==> src/hw/rtl/i2c_bit_level_master_macros.svh <==
// Assertion macros shared by the I2C bit-level master.
`ifndef I2C_BIT_LEVEL_MASTER_MACROS_SVH
`define I2C_BIT_LEVEL_MASTER_MACROS_SVH

`ifndef SYNTHESIS

// Same-cycle implication, checked outside reset.
`define I2CBM_ASSERT_SAME(label, clk, rst_n, ante, cons) \
    label: assert property (@(posedge clk) disable iff (!(rst_n)) (ante) |-> (cons)) \
        else $error("assertion failed");

// Next-cycle implication, checked outside reset.
`define I2CBM_ASSERT_NEXT(label, clk, rst_n, ante, cons) \
    label: assert property (@(posedge clk) disable iff (!(rst_n)) (ante) |=> (cons)) \
        else $error("assertion failed");

`else

`define I2CBM_ASSERT_SAME(label, clk, rst_n, ante, cons)
`define I2CBM_ASSERT_NEXT(label, clk, rst_n, ante, cons)

`endif

`endif

==> src/hw/rtl/i2cbm_pkg.sv <==
`default_nettype none

package i2cbm_pkg;

    // Command codes carried in the operation field.
    localparam logic [2:0] OP_NONE    = 3'd0;
    localparam logic [2:0] OP_START   = 3'd1;
    localparam logic [2:0] OP_STOP    = 3'd2;
    localparam logic [2:0] OP_WRITE   = 3'd3;
    localparam logic [2:0] OP_READ    = 3'd4;
    localparam logic [2:0] OP_WAITACK = 3'd5;
    localparam logic [2:0] OP_ACK     = 3'd6;
    localparam logic [2:0] OP_NACK    = 3'd7;

    // Register word index on the configuration port.
    localparam logic CFG_HALF_PERIOD = 1'b0;

    localparam logic [15:0] HALF_PERIOD_RESET = 16'd10;

    // Phase at which a byte command finishes.
    localparam logic [4:0] BYTE_LAST_PHASE = 5'd16;

    // Tick as held in the queue between the front and the back.
    typedef struct packed {
        logic [2:0] op;
        logic [7:0] wbyte;
        logic       sda;
        logic       is_cmd;
    } t_tick;

endpackage

`default_nettype wire

==> src/hw/rtl/i2cbm_front.sv <==
`default_nettype none

// Accepts tick words, classifies them and keeps them in a two-entry queue.
module i2cbm_front (
    input  wire                 i_clk,
    input  wire                 i_rst_n,
    input  wire                 i_s_tvalid,
    output logic                o_s_tready,
    input  wire  [15:0]         i_s_tdata,
    output logic                o_q_valid,
    output i2cbm_pkg::t_tick    o_q_tick,
    input  wire                 i_q_pop
);

    i2cbm_pkg::t_tick r_mem [2];
    logic             r_wr_ptr;
    logic             r_rd_ptr;
    logic [1:0]       r_count;
    logic             w_push;
    i2cbm_pkg::t_tick w_in_tick;

    always_comb begin
        w_in_tick.op     = i_s_tdata[2:0];
        w_in_tick.wbyte  = i_s_tdata[10:3];
        w_in_tick.sda    = i_s_tdata[11];
        w_in_tick.is_cmd = (i_s_tdata[2:0] != i2cbm_pkg::OP_NONE);
    end

    assign o_s_tready = (r_count != 2'd2);
    assign w_push     = i_s_tvalid && o_s_tready;
    assign o_q_valid  = (r_count != 2'd0);
    assign o_q_tick   = r_mem[r_rd_ptr];

    always_ff @(posedge i_clk) begin
        if (w_push) begin
            r_mem[r_wr_ptr] <= w_in_tick;
        end
    end

    always_ff @(posedge i_clk) begin
        if (!i_rst_n) begin
            r_wr_ptr <= 1'b0;
            r_rd_ptr <= 1'b0;
            r_count  <= 2'd0;
        end else begin
            if (w_push) begin
                r_wr_ptr <= ~r_wr_ptr;
            end
            if (i_q_pop) begin
                r_rd_ptr <= ~r_rd_ptr;
            end
            r_count <= r_count + {1'b0, w_push} - {1'b0, i_q_pop};
        end
    end

endmodule

`default_nettype wire

==> src/hw/rtl/i2cbm_back.sv <==
`default_nettype none

// Runs the pin sequencer one queued tick at a time and registers each result word.
module i2cbm_back (
    input  wire                 i_clk,
    input  wire                 i_rst_n,
    input  wire                 i_q_valid,
    input  i2cbm_pkg::t_tick    i_q_tick,
    output logic                o_q_pop,
    input  wire  [15:0]         i_half_period,
    output logic                o_m_tvalid,
    input  wire                 i_m_tready,
    output logic [15:0]         o_m_tdata
);

    logic [2:0]  r_cmd,   n_cmd;
    logic [4:0]  r_phase, n_phase;
    logic [15:0] r_tick,  n_tick;
    logic [7:0]  r_shift, n_shift;
    logic [7:0]  r_tx,    n_tx;
    logic        r_ack,   n_ack;
    logic        r_scl,   n_scl;
    logic        r_sda,   n_sda;
    logic        r_busy,  n_busy;
    logic        r_out_valid;
    logic [15:0] r_out_data;

    logic [15:0] w_limit;
    logic [15:0] w_tick_inc;
    logic        w_enter;
    logic        w_last;
    logic        w_done;
    logic        w_rej;

    assign o_q_pop    = i_q_valid && (!r_out_valid || i_m_tready);
    assign o_m_tvalid = r_out_valid;
    assign o_m_tdata  = r_out_data;

    assign w_limit    = (i_half_period == 16'd0) ? 16'd1 : i_half_period;
    assign w_tick_inc = r_tick + 16'd1;

    always_comb begin
        n_cmd   = r_cmd;
        n_phase = r_phase;
        n_tick  = r_tick;
        n_shift = r_shift;
        n_tx    = r_tx;
        n_ack   = r_ack;
        n_scl   = r_scl;
        n_sda   = r_sda;
        n_busy  = r_busy;
        w_enter = 1'b0;
        w_last  = 1'b0;
        w_done  = 1'b0;
        w_rej   = 1'b0;

        if (r_busy) begin
            w_rej = i_q_tick.is_cmd;
            if (w_tick_inc >= w_limit) begin
                n_tick  = 16'd0;
                n_phase = r_phase + 5'd1;
                w_enter = 1'b1;
            end else begin
                n_tick = w_tick_inc;
            end
        end else if (i_q_tick.is_cmd) begin
            n_cmd   = i_q_tick.op;
            n_phase = 5'd0;
            n_tick  = 16'd0;
            n_tx    = i_q_tick.wbyte;
            n_busy  = 1'b1;
            w_enter = 1'b1;
        end

        // Pin actions of the phase just entered.
        if (w_enter) begin
            unique case (n_cmd)
                i2cbm_pkg::OP_START: begin
                    if (n_phase == 5'd0) begin
                        n_sda = 1'b1;
                        n_scl = 1'b1;
                    end else if (n_phase == 5'd1) begin
                        n_sda = 1'b0;
                    end else begin
                        n_scl  = 1'b0;
                        w_last = 1'b1;
                    end
                end
                i2cbm_pkg::OP_STOP: begin
                    if (n_phase == 5'd0) begin
                        n_scl = 1'b0;
                        n_sda = 1'b0;
                    end else if (n_phase == 5'd1) begin
                        n_scl = 1'b1;
                    end else begin
                        n_sda  = 1'b1;
                        w_last = 1'b1;
                    end
                end
                i2cbm_pkg::OP_WAITACK: begin
                    if (n_phase == 5'd0) begin
                        n_sda = 1'b1;
                    end else if (n_phase == 5'd1) begin
                        n_scl = 1'b1;
                    end else begin
                        n_ack  = ~i_q_tick.sda;
                        n_scl  = 1'b0;
                        w_last = 1'b1;
                    end
                end
                i2cbm_pkg::OP_ACK,
                i2cbm_pkg::OP_NACK: begin
                    if (n_phase == 5'd0) begin
                        n_sda = (n_cmd == i2cbm_pkg::OP_NACK);
                    end else if (n_phase == 5'd1) begin
                        n_scl = 1'b1;
                    end else begin
                        n_scl  = 1'b0;
                        w_last = 1'b1;
                    end
                end
                i2cbm_pkg::OP_WRITE: begin
                    if (n_phase >= i2cbm_pkg::BYTE_LAST_PHASE) begin
                        n_scl  = 1'b0;
                        w_last = 1'b1;
                    end else if (n_phase[0]) begin
                        n_scl = 1'b1;
                    end else begin
                        if (n_phase != 5'd0) begin
                            n_scl = 1'b0;
                        end
                        n_sda = n_tx[7];
                        n_tx  = {n_tx[6:0], 1'b0};
                    end
                end
                i2cbm_pkg::OP_READ: begin
                    if (n_phase >= i2cbm_pkg::BYTE_LAST_PHASE) begin
                        n_scl  = 1'b0;
                        w_last = 1'b1;
                    end else if (n_phase == 5'd0) begin
                        n_sda   = 1'b1;
                        n_shift = 8'd0;
                    end else if (n_phase[0]) begin
                        n_scl   = 1'b1;
                        n_shift = {r_shift[6:0], i_q_tick.sda};
                    end else begin
                        n_scl = 1'b0;
                    end
                end
                default: begin
                    w_last = 1'b1;
                end
            endcase
        end

        // The accepting tick never finishes a command, only later ticks do.
        if (w_last && r_busy) begin
            w_done  = 1'b1;
            n_busy  = 1'b0;
            n_cmd   = i2cbm_pkg::OP_NONE;
            n_phase = 5'd0;
        end
    end

    always_ff @(posedge i_clk) begin
        if (!i_rst_n) begin
            r_cmd       <= i2cbm_pkg::OP_NONE;
            r_phase     <= 5'd0;
            r_tick      <= 16'd0;
            r_shift     <= 8'd0;
            r_tx        <= 8'd0;
            r_ack       <= 1'b0;
            r_scl       <= 1'b1;
            r_sda       <= 1'b1;
            r_busy      <= 1'b0;
            r_out_valid <= 1'b0;
        end else begin
            if (o_q_pop) begin
                r_cmd   <= n_cmd;
                r_phase <= n_phase;
                r_tick  <= n_tick;
                r_shift <= n_shift;
                r_tx    <= n_tx;
                r_ack   <= n_ack;
                r_scl   <= n_scl;
                r_sda   <= n_sda;
                r_busy  <= n_busy;
                r_out_valid <= 1'b1;
            end else if (i_m_tready) begin
                r_out_valid <= 1'b0;
            end
        end
    end

    always_ff @(posedge i_clk) begin
        if (o_q_pop) begin
            r_out_data <= {2'b00, w_rej, n_ack, n_shift, w_done, n_busy, n_sda, n_scl};
        end
    end

endmodule

`default_nettype wire

==> src/hw/rtl/i2c_bit_level_master.sv <==
`default_nettype none

// Channel   Dir  Handshake             Contents
// s tick    in   i_s_tvalid/o_s_tready one timing tick with an optional command
// m result  out  o_m_tvalid/i_m_tready pin levels and status after that tick
// config    in   psel/penable/pready   half_period register at byte address 0
//
// One tick word is taken every clock when the result side keeps up; each word
// yields one result word in the cycle after it leaves the two-entry tick queue;
// the sequencer update in the back part is registered with that result word.
// Reset is synchronous and active low; afterwards SCL and SDA read released.
// A stalled result side holds the output register, the queue fills and then
// o_s_tready drops; no tick word is ever dropped or repeated.
module i2c_bit_level_master (
    input  wire         i_clk,
    input  wire         i_rst_n,
    // Tick stream.
    input  wire         i_s_tvalid,
    output logic        o_s_tready,
    input  wire  [15:0] i_s_tdata,   // [2:0] operation, [10:3] write_byte, [11] sda_line
    // Result stream.
    output logic        o_m_tvalid,
    input  wire         i_m_tready,
    output logic [15:0] o_m_tdata,   // [0] scl_level, [1] sda_level, [2] busy_res,
                                     // [3] done_res, [11:4] read_byte, [12] ack_seen,
                                     // [13] cmd_rejected
    // Configuration port.
    input  wire         psel,
    input  wire         penable,
    input  wire         pwrite,
    input  wire  [2:0]  paddr,
    input  wire  [31:0] pwdata,
    output logic [31:0] prdata,
    output logic        pready
);

    `include "i2c_bit_level_master_macros.svh"

    logic [15:0]      r_half_period;
    logic             w_cfg_write;
    logic             w_q_valid;
    logic             w_q_pop;
    i2cbm_pkg::t_tick w_q_tick;

    // The register file is one word; bit 2 of the address selects the word.
    assign pready      = 1'b1;
    assign w_cfg_write = psel && penable && pwrite && pready;
    assign prdata      = (paddr[2] == i2cbm_pkg::CFG_HALF_PERIOD)
                         ? {16'd0, r_half_period} : 32'd0;

    always_ff @(posedge i_clk) begin
        if (!i_rst_n) begin
            r_half_period <= i2cbm_pkg::HALF_PERIOD_RESET;
        end else if (w_cfg_write && (paddr[2] == i2cbm_pkg::CFG_HALF_PERIOD)) begin
            r_half_period <= pwdata[15:0];
        end
    end

    // The front takes tick words and queues them with their command class.
    i2cbm_front u_front (
        .i_clk      (i_clk),
        .i_rst_n    (i_rst_n),
        .i_s_tvalid (i_s_tvalid),
        .o_s_tready (o_s_tready),
        .i_s_tdata  (i_s_tdata),
        .o_q_valid  (w_q_valid),
        .o_q_tick   (w_q_tick),
        .i_q_pop    (w_q_pop)
    );

    // The back runs the phase sequencer and owns the result register.
    i2cbm_back u_back (
        .i_clk         (i_clk),
        .i_rst_n       (i_rst_n),
        .i_q_valid     (w_q_valid),
        .i_q_tick      (w_q_tick),
        .o_q_pop       (w_q_pop),
        .i_half_period (r_half_period),
        .o_m_tvalid    (o_m_tvalid),
        .i_m_tready    (i_m_tready),
        .o_m_tdata     (o_m_tdata)
    );

    // The sequencer only advances when the result register can take its word.
    `I2CBM_ASSERT_SAME(a_pop_needs_room, i_clk, i_rst_n, w_q_pop, (!o_m_tvalid || i_m_tready))
    // A finishing tick always reports the block as no longer busy.
    `I2CBM_ASSERT_SAME(a_done_not_busy, i_clk, i_rst_n, (o_m_tvalid && o_m_tdata[3]),
        !o_m_tdata[2])
    // A register write lands in the half period on the next cycle.
    `I2CBM_ASSERT_NEXT(a_cfg_write, i_clk, i_rst_n,
        (w_cfg_write && (paddr[2] == i2cbm_pkg::CFG_HALF_PERIOD)),
        (r_half_period == $past(pwdata[15:0])))

endmodule

`default_nettype wire
==> config.mk <==
export PLATFORM = sky130hd
export DESIGN_NAME = i2c_bit_level_master
export DESIGN_NICKNAME = d
export VERILOG_FILES = /design/src/hw/rtl/i2cbm_pkg.sv /design/src/hw/rtl/i2cbm_front.sv /design/src/hw/rtl/i2cbm_back.sv /design/src/hw/rtl/i2c_bit_level_master.sv
export VERILOG_INCLUDE_DIRS = /design/src /design/src/hw/rtl
export SDC_FILE = /design/constraint.sdc
export NUM_CORES = 1
export LEC_CHECK = 0
export ABC_CLOCK_PERIOD_IN_PS = 7140
export BUFFER_PORTS_ARGS = -buffer_cell sky130_fd_sc_hd__buf_2
export CAP_MARGIN = 25
export CORE_ASPECT_RATIO = 1.2
export CORE_MARGIN = 1.5
export CORE_UTILIZATION = 30
export CTS_CLUSTER_SIZE = 25
export DETAILED_ROUTE_END_ITERATION = 10
export GPL_TIMING_DRIVEN = 0
export SYNTH_ARGS = -nofsm -noshare
export SYNTH_HDL_FRONTEND = slang
export SYNTH_SLANG_ARGS = --single-unit
==> constraint.sdc <==
create_clock -name i_clk -period 7.14 [get_ports i_clk]
set_clock_uncertainty 0.1 [all_clocks]
set_input_delay 1.071 -clock i_clk [delete_from_list [all_inputs] [get_ports i_clk]]
set_output_delay 1.071 -clock i_clk [all_outputs]
set_load 0.05 [all_outputs]
==> key figures, run 1 <==
Status
  • Status: completed

Synthesis
  • Largest area contributor in the netlist: dfxtp_1
  • Post-synth ARST share: 0%
  • EDFF count, synth: 40
  • Main synth FF type: dfxtp_1
  • Top cell type's share of synthesized area: 22.9%
  • Netlist Area Pre-Place: between 5000 and 6000 µm²
  • Synthesized area per cell: 9.08 µm²
  • Synth Instances: 635
  • Synthesis Warnings: 0
  • Sequential share of the synthesized area: a little over two fifths
  • Largest cells by area after synthesis: dfxtp_1 23%, edfxtp_1 21%, o21ai_0 5.3%, nand2_1 4.7%, ha_1 4.3%
  • Distinct cells, synth: 70
  • #FFs+latches synth: ~110

Global route
  • Pin count of the biggest net entering global routing: 21
  • Tot GR Track Use: 14.3%
  • First-pass GRT wire length: 22,500 µm
  • Global route overflow: 0
  • Vias in the first global route: between 4,000 and 5,000
  • Initial antenna violation count: 0

Timing
  • Max transition margin: 39.4%
  • Worst Tran Pin Value: about 0.9 ns
  • Minimum clock period: 5.67 ns
  • Min Hold Slack: 0.387 ns
  • Post-Route Setup TNS: 0 ns
  • Final Setup Violations: 0
  • Unrepaired setup endpoints after global routing: no
  • Max Fclk: about 180 MHz
  • Final Max Slew Viols: 0
  • Period utilisation layout: 79.4%
  • Fin worst setup slack: 1.47 ns
  • Final Hold Viols: 0

Die
  • Boundary pin count: 109
  • Die Y-Extent: ~150 µm
  • Die width: approximately 130 µm
  • Row count: 55
  • Core ar.: 18,900 µm²
  • Initial Utilization: a little under a third
  • Die area: 20,100 µm²

Routing
  • Drt first pass iters: 5
  • Initial DRC Count: slightly above 300
  • Via count: 4,722
  • Drt wl/cell: 14.0 µm
  • # DRC: 0
  • Antenna Nets Post-Route: 0
  • Final WL: ~14,000 µm
  • Vias per inst: about 4.8

CTS
  • Post-CTS Hold Buffers: 0
  • CTS Buffer Depth: 2
  • Num CTS Buffers: 9
  • Clk_lat worst skew: 0.36 ns
  • CTS H-Tree Depth: 3
  • Clk sinks: approximately 110
  • Post_cts resized: 0
  • CTS tree: built
  • Root Buffer: clkbuf_16
  • Postcts setup bufs: 0
  • CTS clk-pin slew, worst paths: 0.07 ns

Hold path
  • Hold_sp: r_half_period[6]
  • Hold depth: 2
  • Hold crit path type: reg2reg

Layout
  • Layout cells sized above 1: 18.4%
  • Fin area: roughly 6800 µm²
  • Synthesis-to-layout area growth: 18.3%
  • Layout Nets: 808
  • Diode count: 0

Critical path
  • Most frequent cell on the critical path: and3_1
  • Crit path buf inv count: 0
  • Crit end category: flip-flop
  • Worst path slowest cell: nor3_1
  • Crit path max fanout: 9
  • Critical Path Start Type: flip-flop
  • Cell chain of the critical path: nand3_1 > nor3_1 > and3_1 > and3_1 > and3_1 > nand3_1 > xnor2_1 > ha_1 > nand4_2 > or3_1 > o31a_1 > a211o_4 > mux2i_4 > nor3_1 > o21ai_0 > a22o_1
  • Setup crit start: u_back.r_tick[2]
  • Crit-path max cell delay: 0.72 ns
  • RR Startpoint: u_back.r_tick[2]
  • Register-to-Register Path Depth: 16
  • Critical path depth: 16
  • Worst Setup Path Type: reg2reg
  • CP arrival: 5.68 ns
  • Top delay family on crit path: simple AND/OR/NAND/NOR gates
  • Worst EP required: 7.15 ns

Placed design
  • Dpl hpwl: 10,500 µm
  • Input/output buffers: 65
  • Post-DP Area: 6500 µm²
  • Pre-CTS setup slack: 1.43 ns
  • GPL Wtd Cong: 0.921

Power
  • Sw Pwr: 825 µW
  • Share of power burned in registers: 37.8%
  • Clk pwr share: 25.3%
  • Maximum vdd drop: around 0.00015 V
  • P_int: 1.26 mW
  • P_leak: 2.83 nW
  • Switching Share: 39.7%
  • Logic pwr share: 36.9%
  • PwrDens: between 300 and 400 nW/µm²

Job
  • Max cap viols: 0
-- registers in the layout, indices dropped and copies added (netlist names), 2 cells and up, named ones only --
name and cells:
u_back.r_tx 8, u_back.r_tick 16, u_back.o_m_tdata 14, u_back.r_phase 5, r_half_period 16, u_front.r_mem 26, u_back.r_shift 8, u_back.r_cmd 3
u_front.r_count 2
-- metal layers --
| layer | wire length (µm) | track usage (%) | share of wire [%] | up-vias |
|---|---|---|---|---|
| met5 | 0 | 0 | 0 | - |
| met4 | 264 | 4.71 | 1.9 | 0 |
| met3 | 582 | 2.92 | 4.2 | 18 |
| met2 | 6910 | 24.9 | 50 | 119 |
| met1 | 6090 | 17.6 | 44 | 2177 |
| li1 | - | - | - | 2408 |
-- layout make-up --
| class | count | area [µm²] |
|---|---|---|
| fillers | 1980 | 12000 |
| inverters | 22 | 82.6 |
| plain buffers | 51 | 267 |
| flip-flops and latches | 106 | 2520 |
| clock buffers | 9 | 225 |
| clock inverters | 7 | 95.1 |
| multi-input cells | 473 | 2960 |
| repair buffers | 67 | 348 |
| well taps | 256 | 320 |
-- cell usage after synthesis, drive strengths merged (5+ instances only) --
library cell	count
nand2	72
dfxtp	66
o21ai	63
nor2	61
edfxtp	40
clkbuf	27
a21oi	26
buf	24
inv	22
ha	20
mux2i	20
and2	18
a21boi	17
nand3	15
xor2	12
and3	11
nor3	11
nor2b	9
o21a	9
o31ai	8
o221a	7
xnor2	7
a22oi	5
nor4	5
-- worst paths after layout --
| kind | to | slack (ns) |
|---|---|---|
| worst max-delay path | u_back.o_m_tdata[4] | 1.47 |
| worst min-delay path | r_half_period[6] | 0.39 |
| worst max register to register | u_back.o_m_tdata[4] | 1.47 |
| worst min register to register | r_half_period[6] | 0.39 |
-- power groups by stage --
stage / registers [mW] / logic (mW) / clock network, mW
floorplan: 0.909 / 0.460 / 0
global placement: 0.800 / 0.756 / 0
detailed placement: 0.800 / 0.771 / 0
CTS: 0.787 / 0.773 / 0.542
global route: 0.798 / 0.846 / 0.564
finish: 0.786 / 0.768 / 0.525
-- worst min-delay path, stage by stage, from the launching register on --
cell and delay [ns]:
dfxtp_1 0.32, nand2_1 0.05, a21boi_0 0.07
-- cell usage in the layout (no fill, tap or decap), types with 22 or more instances in the layout --
cell type	instances
o21ai_0	61
clkbuf_1	27
buf_2	68
nor2_1	61
edfxtp_1	40
nand2_1	72
inv_1	22
dfxtp_1	66
a21oi_1	24
-- metrics by stage --
stage | cells | total power [mW] | util, %
finish | 991 | 2.08 | 36.2
global route | 991 | 2.21 | 36.2
CTS | 991 | 2.10 | 36.2
detailed placement | 975 | 1.57 | 34.5
global placement | 973 | 1.56 | 34.3
floorplan | 652 | 1.37 | -
-- cell families after synthesis --
| kind of cell | after synthesis | share of synthesized area (%) |
|---|---|---|
| simple gates | 223 | 18.7 |
| compound gates | 168 | 19.7 |
| flops | 106 | 43.8 |
| buf+inv | 73 | 6.05 |
| mux | 24 | 4.47 |
| fa+ha+maj | 20 | 4.34 |
| xor+xnor | 19 | 2.89 |
| other cells | 2 | 0.130 |
Power figures use the tool's default switching activity.
==> run 2, diff against run 1 <==
Settings changed: ABC_CLOCK_PERIOD_IN_PS 7140 to 5470.
Clock period 7.14 ns to 5.47 ns, I/O delays scaled along.
==> run 2 against run 1 <==
Effect of this change: sequential power grew 31%; non-clock buffer count is 7 higher; design area is 1.8% higher.
==> key figures, run 2 (synthesis gave the netlist of run 1 again) <==
Routing
  • Drt first pass iters: 5 (unchanged)
  • Initial DRC Count: 311 (was 306)
  • Via count: 4,762 (was 4,722)
  • Antenna Nets Post-Route: 0 (unchanged)
  • Vias per inst: 4.77 (was 4.76)
  • Drt wl/cell: 14.0 µm (about the same)
  • # DRC: 0 (unchanged)
  • Final WL: 14,000 µm (was 13,800 µm)

Timing
  • Final Max Slew Viols: 0 (unchanged)
  • Unrepaired setup endpoints after global routing: yes (was no)
  • Final Hold Viols: 0 (unchanged)
  • Post-Route Setup TNS: 0 ns (unchanged)
  • Max transition margin: 22.0% (was 39.4%)
  • Max Fclk: 192 MHz (was 176 MHz)
  • Worst Tran Pin Value: 1.14 ns (was 0.901 ns)
  • Final Setup Violations: 0 (unchanged)
  • Minimum clock period: 5.22 ns (was 5.67 ns)
  • Period utilisation layout: 95.4% (was 79.4%)
  • Min Hold Slack: 0.387 ns (about the same)

Hold path
  • Hold Path Sink: r_half_period[6] (unchanged)
  • Hold_sp: r_half_period[6] (unchanged)
  • Hold crit path type: reg2reg (unchanged)
  • Hold depth: 2 (unchanged)

Power
  • Maximum vdd drop: 0.000195 V (was 0.000149 V)
  • PwrDens: 394 nW/µm² (was 305 nW/µm²)
  • P_leak: 2.87 nW (was 2.83 nW)

Layout
  • Top reg by flops: u_front.r_mem (unchanged)
  • Layout Nets: 816 (was 808)
  • Largest regs: u_front.r_mem x26, r_half_period x16, u_back.r_tick x16 (unchanged)
  • Diode count: 0 (unchanged)
  • Max reg flops: 26 (unchanged)
  • Most common cell after layout, fill and taps aside: nand2_1 (unchanged)
  • Fin area: 6940 µm² (was 6820 µm²)
  • Commonest non-fill, non-tap cells in the layout: 72 x nand2_1, 68 x buf_2, 66 x dfxtp_1, 61 x nor2_1, 61 x o21ai_0 (unchanged)
  • Layout cells sized above 1: 20.3% (was 18.4%)
  • Synthesis-to-layout area growth: 20.4% (was 18.3%)

Die
  • Initial Utilization: 30.6% (unchanged)
  • Core ar.: 18,900 µm² (unchanged)
  • Die width: 130 µm (unchanged)
  • Die area: 20,100 µm² (unchanged)
  • Row count: 55 (unchanged)
  • Boundary pin count: 109 (unchanged)
  • Die Y-Extent: 155 µm (unchanged)

Critical path
  • Most frequent cell on the critical path: and3_1 (unchanged)
  • Worst Setup Path Type: reg2reg (unchanged)
  • R2r setup slk: 0.25 ns (was 1.47 ns)
  • Worst path slowest cell: or3_1 (was nor3_1)
  • Crit path max fanout: 5 (was 9)
  • CP arrival: 5.22 ns (was 5.68 ns)
  • Crit-path max cell delay: 0.45 ns (was 0.72 ns)
  • Crit end category: flip-flop (unchanged)
  • Critical Path Start Type: flip-flop (unchanged)
  • Worst EP required: 5.47 ns (was 7.15 ns)
  • Register-to-Register Path Depth: 18 (was 16)
  • R2R Path End: u_back.o_m_tdata[1] (was u_back.o_m_tdata[4])
  • Cell chain of the critical path: ha_2 > and3_1 > and3_1 > and3_1 > and3_1 > and3_1 > nand3_1 > xnor2_1 > ha_1 > nand4_2 > or3_1 > o31a_1 > a211o_4 > mux2i_4 > a21o_2 > o31ai_1 > and4_4 > a21oi_1 (was nand3_1 > nor3_1 > and3_1 > and3_1 > and3_1 > nand3_1 > xnor2_1 > ha_1 > nand4_2 > or3_1 > o31a_1 > a211o_4 > mux2i_4 > nor3_1 > o21ai_0 > a22o_1)
  • RR Startpoint: u_back.r_tick[0] (was u_back.r_tick[2])

Global route
  • Pin count of the biggest net entering global routing: 21 (unchanged)
  • Global route overflow: 0 (unchanged)
  • Tot GR Track Use: 14.3% (unchanged)
  • Initial antenna violation count: 0 (unchanged)
  • Vias in the first global route: 4,413 (unchanged)
  • First-pass GRT wire length: 22,500 µm (unchanged)

Status
  • Status: completed (unchanged)

CTS
  • Clk sinks: 106 (unchanged)
  • Root Buffer: clkbuf_16 (unchanged)
  • CTS clk-pin slew, worst paths: 0.07 ns (about the same)
  • CTS H-Tree Depth: 3 (unchanged)
  • Num CTS Buffers: 9 (unchanged)
  • CTS Buffer Depth: 2 (unchanged)
  • CTS tree: built (unchanged)
  • Post-CTS Hold Buffers: 0 (unchanged)
  • Clk_lat worst skew: 0.36 ns (about the same)

Job
  • Max cap viols: 0 (unchanged)

Placed design
  • Post-DP Area: 6500 µm² (unchanged)
  • Dpl hpwl: 10,500 µm (unchanged)
  • Input/output buffers: 65 (unchanged)
  • GPL Wtd Cong: 0.921 (unchanged)
run 2: cell type report:
type | count | area (µm²)
Fill cell | 1976 | 11900
Multi-Input combinational cell | 474 | 3030
Sequential cell | 106 | 2520
Timing Repair Buffer | 74 | 400
Tap cell | 256 | 320
Buffer | 51 | 267
Clock buffer | 9 | 225
Clock inverter | 7 | 95.1
Inverter | 22 | 82.6
run 2: worst max path at each step:
stage	cells past startpoint	start	endpoint	slack [ns]
floorplan	17	u_back.r_tick[0]	u_back.o_m_tdata[4]	0.65
global placement	16	u_back.r_tick[2]	u_back.o_m_tdata[4]	-0.20
detailed placement	16	u_back.r_tick[0]	u_back.o_m_tdata[4]	-0.24
CTS	18	u_back.r_tick[2]	u_back.r_shift[0]	0.02
global route	19	u_back.r_tick[0]	u_back.o_m_tdata[0]	-0.02
finish	18	u_back.r_tick[0]	u_back.o_m_tdata[1]	0.25
run 2: worst max-delay path: cells and delay by family (launching register included):
| family | cells | cell delay [ns] |
|---|---|---|
| DFF | 1 | 0.40 |
| and+or+nand+nor | 9 | 2.18 |
| AOI/OAI and AO/OA | 5 | 1.32 |
| adders and majority gates | 2 | 0.57 |
| xor gates and xnor gates | 1 | 0.17 |
| muxes | 1 | 0.24 |
run 2: layer usage:
layer  GRT usage, %  wire (µm)  vias up
li1               -          -     2424
met1           17.6       6160     2202
met2           24.9       7010      119
met3           2.92        581       17
met4           4.71        235        0
met5              0          0        -
run 2: stage by stage:
stage	util (%)	instances	worst slack (ns)	power, mW
after floorplan	-	652	0.645	1.79
after detailed placement	34.5	975	-0.236	2.05
after CTS	36.2	991	0.0222	2.75
after global routing	36.8	999	-0.0166	2.90
after global placement	34.3	973	-0.201	2.03
final	36.8	999	0.249	2.73
run 2: power breakdown:
part / internal [mW] / total [mW] / switching, mW / leakage (nW)
Sequential: 0.969 / 1.03 / 0.0588 / 0.913
Clock: 0.369 / 0.688 / 0.318 / 0.157
Combinational: 0.305 / 1.02 / 0.712 / 1.80
Total: 1.64 / 2.73 / 1.09 / 2.87
run 2: timing repair:
item                                    CTS  global route
hold endpoints to repair                  0             0
buffers inserted                          0             7
endpoints found under the setup margin   16            31
cloned                                    0             1
pin swaps                                 0             5
gates resized for setup                   1            10
